## src/sv/ltm_pkg.sv

```systemverilog
// Package for the loop and task timing monitor: sizes, operation codes
// and the stage register type. No dependencies.
`default_nettype none

package ltm_pkg;

  // Number of task slots, and the bits needed to address one.
  localparam int TASK_COUNT = 8;
  localparam int IDX_W      = (TASK_COUNT > 1) ? $clog2(TASK_COUNT) : 1;
  localparam int TICK_W     = 32;

  localparam logic [TICK_W-1:0] WARN_THR_RESET = TICK_W'(50);

  // Operation codes of an event word.
  localparam logic [1:0] OP_LOOP_BEGIN = 2'd0;
  localparam logic [1:0] OP_TASK_BEGIN = 2'd1;
  localparam logic [1:0] OP_TASK_END   = 2'd2;

  // Event held while its memory reads complete, with forwarded write data.
  typedef struct packed {
    logic [1:0]        op;
    logic [IDX_W-1:0]  idx;
    logic              ok;
    logic [TICK_W-1:0] now;
    logic              st_fwd;
    logic [TICK_W-1:0] st_fwd_data;
    logic              mx_fwd;
    logic [TICK_W-1:0] mx_fwd_data;
  } s1_t;

endpackage

`default_nettype wire

```

## src/sv/ltm_ram.sv

```systemverilog
// Generic single-write, single-read RAM with a registered read port.
// No dependencies.
`default_nettype none

module ltm_ram #(
  parameter int WIDTH = 32,
  parameter int DEPTH = 8
) (
  input  wire logic                                   clk,
  input  wire logic                                   wr_en,
  input  wire logic [((DEPTH > 1) ? $clog2(DEPTH) : 1)-1:0] wr_addr,
  input  wire logic [WIDTH-1:0]                       wr_data,
  input  wire logic                                   rd_en,
  input  wire logic [((DEPTH > 1) ? $clog2(DEPTH) : 1)-1:0] rd_addr,
  output logic      [WIDTH-1:0]                       rd_data
);

  logic [WIDTH-1:0] mem [DEPTH];

  // Write port.
  always_ff @(posedge clk) begin
    if (wr_en) begin
      mem[wr_addr] <= wr_data;
    end
  end

  // Read port, registered.
  always_ff @(posedge clk) begin
    if (rd_en) begin
      rd_data <= mem[rd_addr];
    end
  end

endmodule

`default_nettype wire

```

## src/sv/loop_task_timing_monitor_top.sv

```systemverilog
// Top level of the loop and task timing monitor.
// Depends on ltm_pkg and ltm_ram.
`default_nettype none

// Accepts one event word per clock cycle while the output side is not stalled, and
// returns one snapshot word per event. The event waits in a stage register for
// the registered read of the task start and task maximum memories, then the
// read-modify-write completes and the snapshot is registered. A write that lands
// in the same cycle as the next event's read is forwarded to it. Task entries carry
// valid bits cleared at reset, so the block is ready in the first cycle after reset
// with no clearing pass.
module loop_task_timing_monitor_top (
  input  wire logic        clk,
  input  wire logic        rst_n,
  input  wire logic        cfg_wr_en,
  input  wire logic [31:0] cfg_wr_data,
  input  wire logic        in_valid,
  output logic             in_ready,
  input  wire logic [1:0]  in_operation,
  input  wire logic [7:0]  in_task_index,
  input  wire logic [31:0] in_now_tick,
  output logic             out_valid,
  input  wire logic        out_ready,
  output logic [31:0]      out_loop_count,
  output logic [31:0]      out_last_loop_period,
  output logic [31:0]      out_max_loop_period,
  output logic [31:0]      out_overrun_count,
  output logic [31:0]      out_task_max_elapsed,
  output logic             out_task_invalid
);

  localparam int IW = ltm_pkg::IDX_W;
  localparam int TW = ltm_pkg::TICK_W;

  // Handshake and stage control.
  logic          in_acc;
  logic          s1_adv;
  logic          s1_valid_r;
  ltm_pkg::s1_t  s1_r;
  logic          out_valid_r;
  logic          in_ok;
  logic [IW-1:0] in_idx;

  // Loop state and threshold.
  logic [TW-1:0] warn_thr_r;
  logic [TW-1:0] prev_start_r, prev_start_nxt;
  logic [TW-1:0] loop_cnt_r, loop_cnt_nxt;
  logic [TW-1:0] last_period_r, last_period_nxt;
  logic [TW-1:0] max_period_r, max_period_nxt;
  logic [TW-1:0] overrun_cnt_r, overrun_cnt_nxt;
  logic [TW-1:0] period;

  // Task memories and their valid bits.
  logic [ltm_pkg::TASK_COUNT-1:0] st_vld_r;
  logic [ltm_pkg::TASK_COUNT-1:0] mx_vld_r;
  logic [TW-1:0] st_rd, mx_rd;
  logic [TW-1:0] st_cur, mx_cur, mx_new, elapsed;
  logic          st_we, mx_we;

  // Result registers.
  logic [TW-1:0] out_loop_count_r, out_last_r, out_max_r, out_overrun_r, out_task_max_r;
  logic          out_invalid_r;

  assign in_ok  = {1'b0, in_task_index} < 9'(ltm_pkg::TASK_COUNT);
  assign in_idx = in_task_index[IW-1:0];

  // A stage moves on when the result register is free or being emptied.
  assign s1_adv   = s1_valid_r && (!out_valid_r || out_ready);
  assign in_ready = !s1_valid_r || s1_adv;
  assign in_acc   = in_valid && in_ready;

  // Configuration register.
  always_ff @(posedge clk) begin
    if (!rst_n) begin
      warn_thr_r <= ltm_pkg::WARN_THR_RESET;
    end else if (cfg_wr_en) begin
      warn_thr_r <= cfg_wr_data;
    end
  end

  // Task start ticks.
  ltm_ram #(.WIDTH(TW), .DEPTH(ltm_pkg::TASK_COUNT)) u_start_ram (
    .clk     (clk),
    .wr_en   (st_we),
    .wr_addr (s1_r.idx),
    .wr_data (s1_r.now),
    .rd_en   (in_acc),
    .rd_addr (in_idx),
    .rd_data (st_rd)
  );

  // Task maximum elapsed times.
  ltm_ram #(.WIDTH(TW), .DEPTH(ltm_pkg::TASK_COUNT)) u_max_ram (
    .clk     (clk),
    .wr_en   (mx_we),
    .wr_addr (s1_r.idx),
    .wr_data (mx_new),
    .rd_en   (in_acc),
    .rd_addr (in_idx),
    .rd_data (mx_rd)
  );

  // Current entry values: forwarded write, else stored word, else reset value.
  always_comb begin
    if (s1_r.st_fwd) begin
      st_cur = s1_r.st_fwd_data;
    end else if (s1_r.ok && st_vld_r[s1_r.idx]) begin
      st_cur = st_rd;
    end else begin
      st_cur = '0;
    end
    if (s1_r.mx_fwd) begin
      mx_cur = s1_r.mx_fwd_data;
    end else if (s1_r.ok && mx_vld_r[s1_r.idx]) begin
      mx_cur = mx_rd;
    end else begin
      mx_cur = '0;
    end
  end

  // Event decode and state update.
  always_comb begin
    prev_start_nxt  = prev_start_r;
    loop_cnt_nxt    = loop_cnt_r;
    last_period_nxt = last_period_r;
    max_period_nxt  = max_period_r;
    overrun_cnt_nxt = overrun_cnt_r;
    period          = s1_r.now - prev_start_r;
    elapsed         = s1_r.now - st_cur;
    mx_new          = mx_cur;
    st_we           = 1'b0;
    mx_we           = 1'b0;
    unique case (s1_r.op)
      ltm_pkg::OP_LOOP_BEGIN: begin
        if (prev_start_r != '0) begin
          last_period_nxt = period;
          if (period > max_period_r) begin
            max_period_nxt = period;
          end
          if (period > warn_thr_r) begin
            overrun_cnt_nxt = overrun_cnt_r + TW'(1);
          end
        end
        prev_start_nxt = s1_r.now;
        loop_cnt_nxt   = loop_cnt_r + TW'(1);
      end
      ltm_pkg::OP_TASK_BEGIN: begin
        st_we = s1_adv && s1_r.ok;
      end
      ltm_pkg::OP_TASK_END: begin
        if (s1_r.ok && (st_cur != '0) && (elapsed > mx_cur)) begin
          mx_new = elapsed;
          mx_we  = s1_adv;
        end
      end
      default: begin
      end
    endcase
  end

  // Stage register: the event waiting for its memory reads.
  always_ff @(posedge clk) begin
    if (!rst_n) begin
      s1_valid_r <= 1'b0;
    end else if (in_acc) begin
      s1_valid_r <= 1'b1;
    end else if (s1_adv) begin
      s1_valid_r <= 1'b0;
    end
  end

  always_ff @(posedge clk) begin
    if (in_acc) begin
      s1_r.op          <= in_operation;
      s1_r.idx         <= in_idx;
      s1_r.ok          <= in_ok;
      s1_r.now         <= in_now_tick;
      s1_r.st_fwd      <= st_we && in_ok && (in_idx == s1_r.idx);
      s1_r.st_fwd_data <= s1_r.now;
      s1_r.mx_fwd      <= mx_we && in_ok && (in_idx == s1_r.idx);
      s1_r.mx_fwd_data <= mx_new;
    end
  end

  // Loop state and entry valid bits.
  always_ff @(posedge clk) begin
    if (!rst_n) begin
      prev_start_r  <= '0;
      loop_cnt_r    <= '0;
      last_period_r <= '0;
      max_period_r  <= '0;
      overrun_cnt_r <= '0;
      st_vld_r      <= '0;
      mx_vld_r      <= '0;
    end else if (s1_adv) begin
      prev_start_r  <= prev_start_nxt;
      loop_cnt_r    <= loop_cnt_nxt;
      last_period_r <= last_period_nxt;
      max_period_r  <= max_period_nxt;
      overrun_cnt_r <= overrun_cnt_nxt;
      if (st_we) begin
        st_vld_r[s1_r.idx] <= 1'b1;
      end
      if (mx_we) begin
        mx_vld_r[s1_r.idx] <= 1'b1;
      end
    end
  end

  // Result register.
  always_ff @(posedge clk) begin
    if (!rst_n) begin
      out_valid_r <= 1'b0;
    end else if (s1_adv) begin
      out_valid_r <= 1'b1;
    end else if (out_ready) begin
      out_valid_r <= 1'b0;
    end
  end

  always_ff @(posedge clk) begin
    if (s1_adv) begin
      out_loop_count_r <= loop_cnt_nxt;
      out_last_r       <= last_period_nxt;
      out_max_r        <= max_period_nxt;
      out_overrun_r    <= overrun_cnt_nxt;
      out_task_max_r   <= s1_r.ok ? mx_new : '0;
      out_invalid_r    <= !s1_r.ok && ((s1_r.op == ltm_pkg::OP_TASK_BEGIN) ||
                                       (s1_r.op == ltm_pkg::OP_TASK_END));
    end
  end

  assign out_valid            = out_valid_r;
  assign out_loop_count       = out_loop_count_r;
  assign out_last_loop_period = out_last_r;
  assign out_max_loop_period  = out_max_r;
  assign out_overrun_count    = out_overrun_r;
  assign out_task_max_elapsed = out_task_max_r;
  assign out_task_invalid     = out_invalid_r;

endmodule

`default_nettype wire

```

## config.mk

```make
export PLATFORM = sky130hd
export DESIGN_NAME = loop_task_timing_monitor_top
export DESIGN_NICKNAME = d
export VERILOG_FILES = /design/src/sv/ltm_pkg.sv /design/src/sv/ltm_ram.sv /design/src/sv/loop_task_timing_monitor_top.sv
export SDC_FILE = /design/constraint.sdc
export NUM_CORES = 2
export LEC_CHECK = 0
export ABC_AREA = 0
export BUFFER_PORTS_ARGS = -buffer_cell sky130_fd_sc_hd__buf_2
export CAP_MARGIN = 20
export CORE_UTILIZATION = 55
export CTS_CLUSTER_SIZE = 12
export DETAILED_ROUTE_END_ITERATION = 10
export PLACE_DENSITY = 0.73
export SYNTH_ARGS = -nofsm -noshare
export SYNTH_HDL_FRONTEND = slang
export SYNTH_SLANG_ARGS = --single-unit
```

## constraint.sdc

```tcl
create_clock -name clk -period 18.5 [get_ports clk]
set_input_delay 3.7 -clock clk [delete_from_list [all_inputs] [get_ports clk]]
set_output_delay 3.7 -clock clk [all_outputs]
set_load 0.1 [all_outputs]
```

== Word level (Yosys, flattened, before mapping) ==
Memory sizes are Yosys's and may differ from the RTL's. A register that Yosys moved wholly into a read port is not among the register bits.
Cells that the tools add are included.

* Muxes and demuxes: 32
* Eq/ne operators: 3
* Bitwise gates (word level): 2
* $lt $le $gt $ge: 6
* Add/subtract/negate cells: 4
* Reductions and logical operators: 27

{| class="wikitable"
|+ Operator list
! cell !! count
|-
| 32-bit two-way mux || 15
|-
| 32-bit > comparator || 3
|-
| 32-bit by 1-bit adder with 32-bit output, second input constant || 2
|-
| 32-bit nonzero test || 2
|-
| 32-bit subtractor || 2
|-
| 8-bit OR || 2
|-
| 1-bit two-way mux || 14
|-
| 1-bit logical AND || 13
|-
| 8-bit by 4-bit less-than comparator with 1-bit output, second input constant || 1
|-
| 1-bit binary-select mux with 3-bit select || 2
|-
| 2-bit AND reduction || 3
|-
| 3-bit by 4-bit less-than comparator with 1-bit output, second input constant || 1
|-
| 2-bit nonzero test || 2
|-
| 1-bit demux with 3-bit select || 1
|-
| 3-bit equality test || 1
|-
| 3-bit by 1-bit >= comparator with 1-bit output, second input constant || 1
|-
| 1-bit zero test || 3
|-
| 1-bit logical OR || 3
|-
| 2-bit by 1-bit equality test with 1-bit output, second input constant || 1
|-
| 2-bit equality test, second input constant || 1
|-
| 2-bit zero test || 1
|}

* Register bits: 475
* Memory bits (writable): 512
* Memories: 2
* Output and inout port bits: 163
* Input bits: 79

{| class="wikitable"
|+ Memory list
! memory !! depth !! width !! read ports !! clocked after Yosys merged registers in !! write ports !! line !! text
|-
| u_max_ram.mem || 8 || 32 || 1 || 1 || 1 || ltm_ram.sv:18 || <nowiki>logic [WIDTH-1:0] mem [DEPTH];</nowiki>
|-
| u_start_ram.mem || 8 || 32 || 1 || 1 || 1 || ltm_ram.sv:18 ||
|}

== Logic depth before layout (Yosys ltp) ==
* Depth in word-level cells: 12
* Depth in mapped cells: 30

== Hierarchy ==
Synthesis repeated with hierarchy kept, for this count alone.

* Cell total of the unflattened synthesis: 3430
* Area total of the unflattened synthesis: 47045.1 sq um

{| class="wikitable"
|+ By module, submodules not included
! module !! instances !! sequential area each (sq um) !! area each (sq um) !! cells an instance
|-
| loop_task_timing_monitor_top || 1 || 12161.7 || 25471.9 || 2600
|-
| ltm_ram || 2 || 8648.3 || 10786.6 || 415
|}

== Worst setup path after synthesis ==
OpenSTA, ideal clock, no wires.

* Kind: input-to-reg
* Start point: input port out_ready
* End point: register out_last_r[0] (netlist: out_last_loop_period[0]), enable pin
* Cell stages on the path: 6
* Arrival: 8.975 ns
* Path buffers: 3
* Slack: 8.938 ns
* Cell sequence: nor2b_1 nand2b_1 clkbuf_1 clkinv_1 clkbuf_1 buf_1

* Longest elaborated chain between the ends: 2

{| class="wikitable"
|+ Ends and longest elaborated chain
! what !! line !! text
|-
| start, declared || loop_task_timing_monitor_top.sv:23 || <nowiki>input wire logic out_ready,</nowiki>
|-
| 1-bit logical OR || loop_task_timing_monitor_top.sv:68 || <nowiki>assign s1_adv = s1_valid_r && (!out_valid_r || out_ready);</nowiki>
|-
| 1-bit logical AND || loop_task_timing_monitor_top.sv:68 ||
|-
| via s1_adv || loop_task_timing_monitor_top.sv:37 || <nowiki>logic s1_adv;</nowiki>
|-
| end signal, assigned || loop_task_timing_monitor_top.sv:224 || <nowiki>out_last_r <= last_period_nxt;</nowiki>
|-
| end, declared || loop_task_timing_monitor_top.sv:61 || <nowiki>logic [TW-1:0] out_loop_count_r, out_last_r, out_max_r, out_overrun_r, out_task_max_r;</nowiki>
|}

The timed path passes the listed nets, and every way through them passes these cells.
A chain may end at the register's enable or synchronous reset.

== Worst setup path in the final report ==
* Start point: register s1_r[100] in the netlist's numbering
* End point: memory u_max_ram.mem[4][24], enable pin

* Longest elaborated chain between the ends: 12
* Elaborated cells on any way between the ends: 19
* Classes of those cells: add/sub (1); order compare (1); mux (12); reduce/logical (5)

{| class="wikitable"
|+ Ends and longest elaborated chain
! what !! line !! text
|-
| start, declared || loop_task_timing_monitor_top.sv:39 || <nowiki>ltm_pkg::s1_t s1_r;</nowiki>
|-
| 1-bit binary-select mux with 3-bit select || loop_task_timing_monitor_top.sv:107 || <nowiki>end else if (s1_r.ok && st_vld_r[s1_r.idx]) begin</nowiki>
|-
| 1-bit two-way mux (implied by the code) || loop_task_timing_monitor_top.sv:107 ||
|-
| 1-bit logical AND || loop_task_timing_monitor_top.sv:107 ||
|-
| 32-bit two-way mux || loop_task_timing_monitor_top.sv:107 ||
|-
| 32-bit two-way mux || loop_task_timing_monitor_top.sv:105 || <nowiki>if (s1_r.st_fwd) begin</nowiki>
|-
| 32-bit subtractor / 32-bit nonzero test (equally long branches) || loop_task_timing_monitor_top.sv:129, loop_task_timing_monitor_top.sv:151 ||
|-
| 32-bit > comparator / 1-bit logical AND (equally long branches) || loop_task_timing_monitor_top.sv:151 || <nowiki>if (s1_r.ok && (st_cur != '0) && (elapsed > mx_cur)) begin</nowiki>
|-
| 1-bit logical AND || loop_task_timing_monitor_top.sv:151 ||
|-
| 1-bit two-way mux || loop_task_timing_monitor_top.sv:151 ||
|-
| 1-bit two-way mux || loop_task_timing_monitor_top.sv:133 || <nowiki>unique case (s1_r.op)</nowiki>
|-
| 1-bit two-way mux || ltm_ram.sv:22 || <nowiki>if (wr_en) begin</nowiki>
|-
| 1-bit two-way mux (implied by the code) || ltm_ram.sv:23 || <nowiki>mem[wr_addr] <= wr_data;</nowiki>
|-
| end, declared || ltm_ram.sv:18 ||
|}

Several ways; a longest one is shown, not always the timed one. The select of a mux whose other input is x is not followed.

==> results.ini <==
[status]
status = completed

[clock_tree]
htree_levels = 3
worstSkewPairLatency_ns = 0.69
cts_tree = done
cts.sinks = 1051
clockBufferDepth = 3
cts_root_buffer = clkbuf_16
cts_resized = 0
postCtsHoldBufs = 0
cts_buffers = 107
clkTransAtPathRegs_ns = 0.06
post_cts_buffers = 0

[setup_path]
critical_path_class = reg -> reg
arrival_ns = 8.71
critPathMaxFanout = 41
reg2reg_slack_ns = 10.10
worstSetupEndpointType = register
worstPathRequired_ns = 18.81
worst_setup_path_start_kind = register
slowest_stage = edfxtp_1
path_common_cell = buf_4
cpPeakStageDelay_ns = 0.70

[sta]
max_freq_mhz = 119
finClkSkew_ns = 0.0317
final_hold_viol_count = 0
slew_headroom = 0.293
period_share = 0.454
drv_slew = 0
rsz0062_at_grt = false
period_minus_slack_ns = 8.40
fin_tns_setup_ns = 0
setup_viol = 0
worst_pin_slew_ns = 1.04

[pwr]
p_sw_frac = 0.263
power_frac_clock = 0.374
p_per_area_nw_per_um2 = 99.7
power.switching_mw = 1.39
seq_power_share = 0.502
power_frac_comb = 0.124
intPower_mw = 3.91
p_leak_nw = 18.7
ir_worst_vdd_mv = 0.0927
total_power_mw = 5.31

[detailed_routing]
vias_per_cell = 6.07
routed_wl_um = 117000
drt_iter0_markers = 2695
vias = 30389
top_layer = met5
met2_length_um = 57500
detail_route.wl_per_cell_um = 23.3
wl_met3_um = 8130
ant_nets = 0
met1_length_um = 48800
drc = 0
first_pass_iters = 6

[synth]
synth_warnings = 0
yosysSeqAreaShare = 0.622
synth_fp_nets = 3787
ys_ff_latch = 1051
yosys.cell_count.top_type = edfxtp_1
synth-async-reset-ratio = 0
synthTopCellsByArea = edfxtp_1 53%, dfxtp_1 8.9%, mux4_2 6.1%
postSynthCellCount = 3546
synthTopCellsByCount = 841 x edfxtp_1, 321 x nand2_1, 210 x dfxtp_1
yosysTopAreaCellShare = 0.533
avgSynthCellArea_um2 = 13.4
synth_top_area_cell = edfxtp_1
synth_edf_count = 841
ys_types = 90
synth_flop_cell = edfxtp_1
netlist_area_um2 = 47400

[place]
finalWeightedCongestion = 0.873
io_buffers = 241
place_area_um2 = 50000
post-dp-hpwl_um = 74500

[layout]
num-fill-cells = 6369
reg_top3 = u_max_ram.mem x256, u_start_ram.mem x256, s1_r x104
fin_nets = 4029
areaGrowthSynthToFinish_pct = 12.3
drive_gt1_frac = 0.187
stdcell_area_um2 = 53200

[global_route]
grt_pass1_vias = 29591
grt_start_max_net_pins = 115
gr-total-overflow = 0
antenna_found_initial = 4
grt_pass1_wl_um = 178000
grtUsageTotal = 0.269

[min_path]
min_path_type = reg -> reg

[floorplan]
die_x_um = 296
die_height_um = 296
io_pins = 242
initial_core_util = 0.556
die_area_um2 = 87300
core_um2 = 85300
rows = 107

[job]
cap_violations = 0

-- metrics by stage --
step / hold WS (ns) / instances / setup slack (ns) / utilization
after floorplan: 0.433 / 3546 / 8.94 / -
after global placement: 0.438 / 4819 / 10.38 / 0.586
after detailed placement: 0.444 / 4820 / 10.26 / 0.586
after CTS: 0.455 / 5006 / 10.23 / 0.623
after global routing: 0.471 / 5009 / 9.49 / 0.624
final: 0.454 / 5010 / 10.10 / 0.624
-- layout by cell type, fill, tap and decap left out, drive strengths merged, types with 14 or more instances in the layout --
cell type	Yosys	final
o31ai	17	17
inv	144	152
ha	160	160
mux4	128	128
nand4	61	61
nor4	43	43
clkbuf	131	148
mux2	94	94
xnor2	83	83
nor2b	25	25
nor3	53	53
clkinv	1	28
a211oi	17	17
xor2	59	59
edfxtp	841	841
and2	35	35
or3	24	24
a21o	77	77
o21a	31	31
nand2b	41	41
o21bai	14	14
a21oi	196	196
o21ai	107	107
dfxtp	210	210
nor2	206	206
a22oi	53	53
and3	34	34
mux2i	58	58
a22o	17	17
nand2	321	321
nand3	77	77
buf	40	303
-- worst max-delay path: cells and delay by family (launching register included) --
kind	cells	cell delay, ns
and+or+nand+nor	10	2.09
DFF	1	0.70
buffers and inverters	3	1.31
adders and majority gates	2	0.62
muxes	1	0.44
AOI/OAI and AO/OA	9	2.82
-- cells by family (layout without fill, tap and decap cells) --
| logic type | count (synthesis) | count (layout) | share of synthesized area |
|---|---|---|---|
| muxes | 280 | 280 | 0.0955 |
| and+or+nand+nor | 951 | 951 | 0.0964 |
| buffers and inverters | 316 | 635 | 0.0254 |
| adders and majority gates | 163 | 163 | 0.0433 |
| xor gates and xnor gates | 142 | 142 | 0.0264 |
| DFF | 1051 | 1051 | 0.622 |
| other | 0 | 1 | 0 |
| AOI/OAI and AO/OA | 643 | 643 | 0.0913 |
-- routing by layer --
metal	vias up	global-route usage
met5	-	0
met4	4	0.0691
met3	155	0.0421
met2	1101	0.454
met1	15199	0.366
li1	13930	-
-- power by group through the flow --
| stage | combinational, mW | clock (mW) | sequential (mW) |
|---|---|---|---|
| 2_1_floorplan | 0.345 | 0 | 2.83 |
| 3_3_place_gp | 0.643 | 0 | 2.71 |
| 3_5_place_dp | 0.649 | 0 | 2.71 |
| 4_1_cts | 0.654 | 2.01 | 2.66 |
| 5_1_grt | 0.708 | 2.09 | 2.67 |
| 6_report | 0.656 | 1.99 | 2.66 |
-- cell type report --
cell class              instances  area (µm²)  share of cell area
multi-input cells            2179       16900               0.317
clock buffers                 147        2860              0.0537
inverters                     145         557              0.0105
diodes                          1        2.50           0.0000470
well taps                    1144        1430              0.0269
repair buffers                304        1720              0.0324
clock inverters                39         288             0.00541
flip-flops and latches       1051       29500               0.554
-- worst paths after layout --
path / start / end / cells past startpoint
setup / recovery: s1_r[100] / u_max_ram.mem[4][24] / 25
hold / removal: last_period_r[11] / last_period_r[11] / 2
setup reg to reg: s1_r[100] / u_max_ram.mem[4][24] / 25
hold reg to reg: last_period_r[11] / last_period_r[11] / 2
Power figures use the tool's default switching activity.
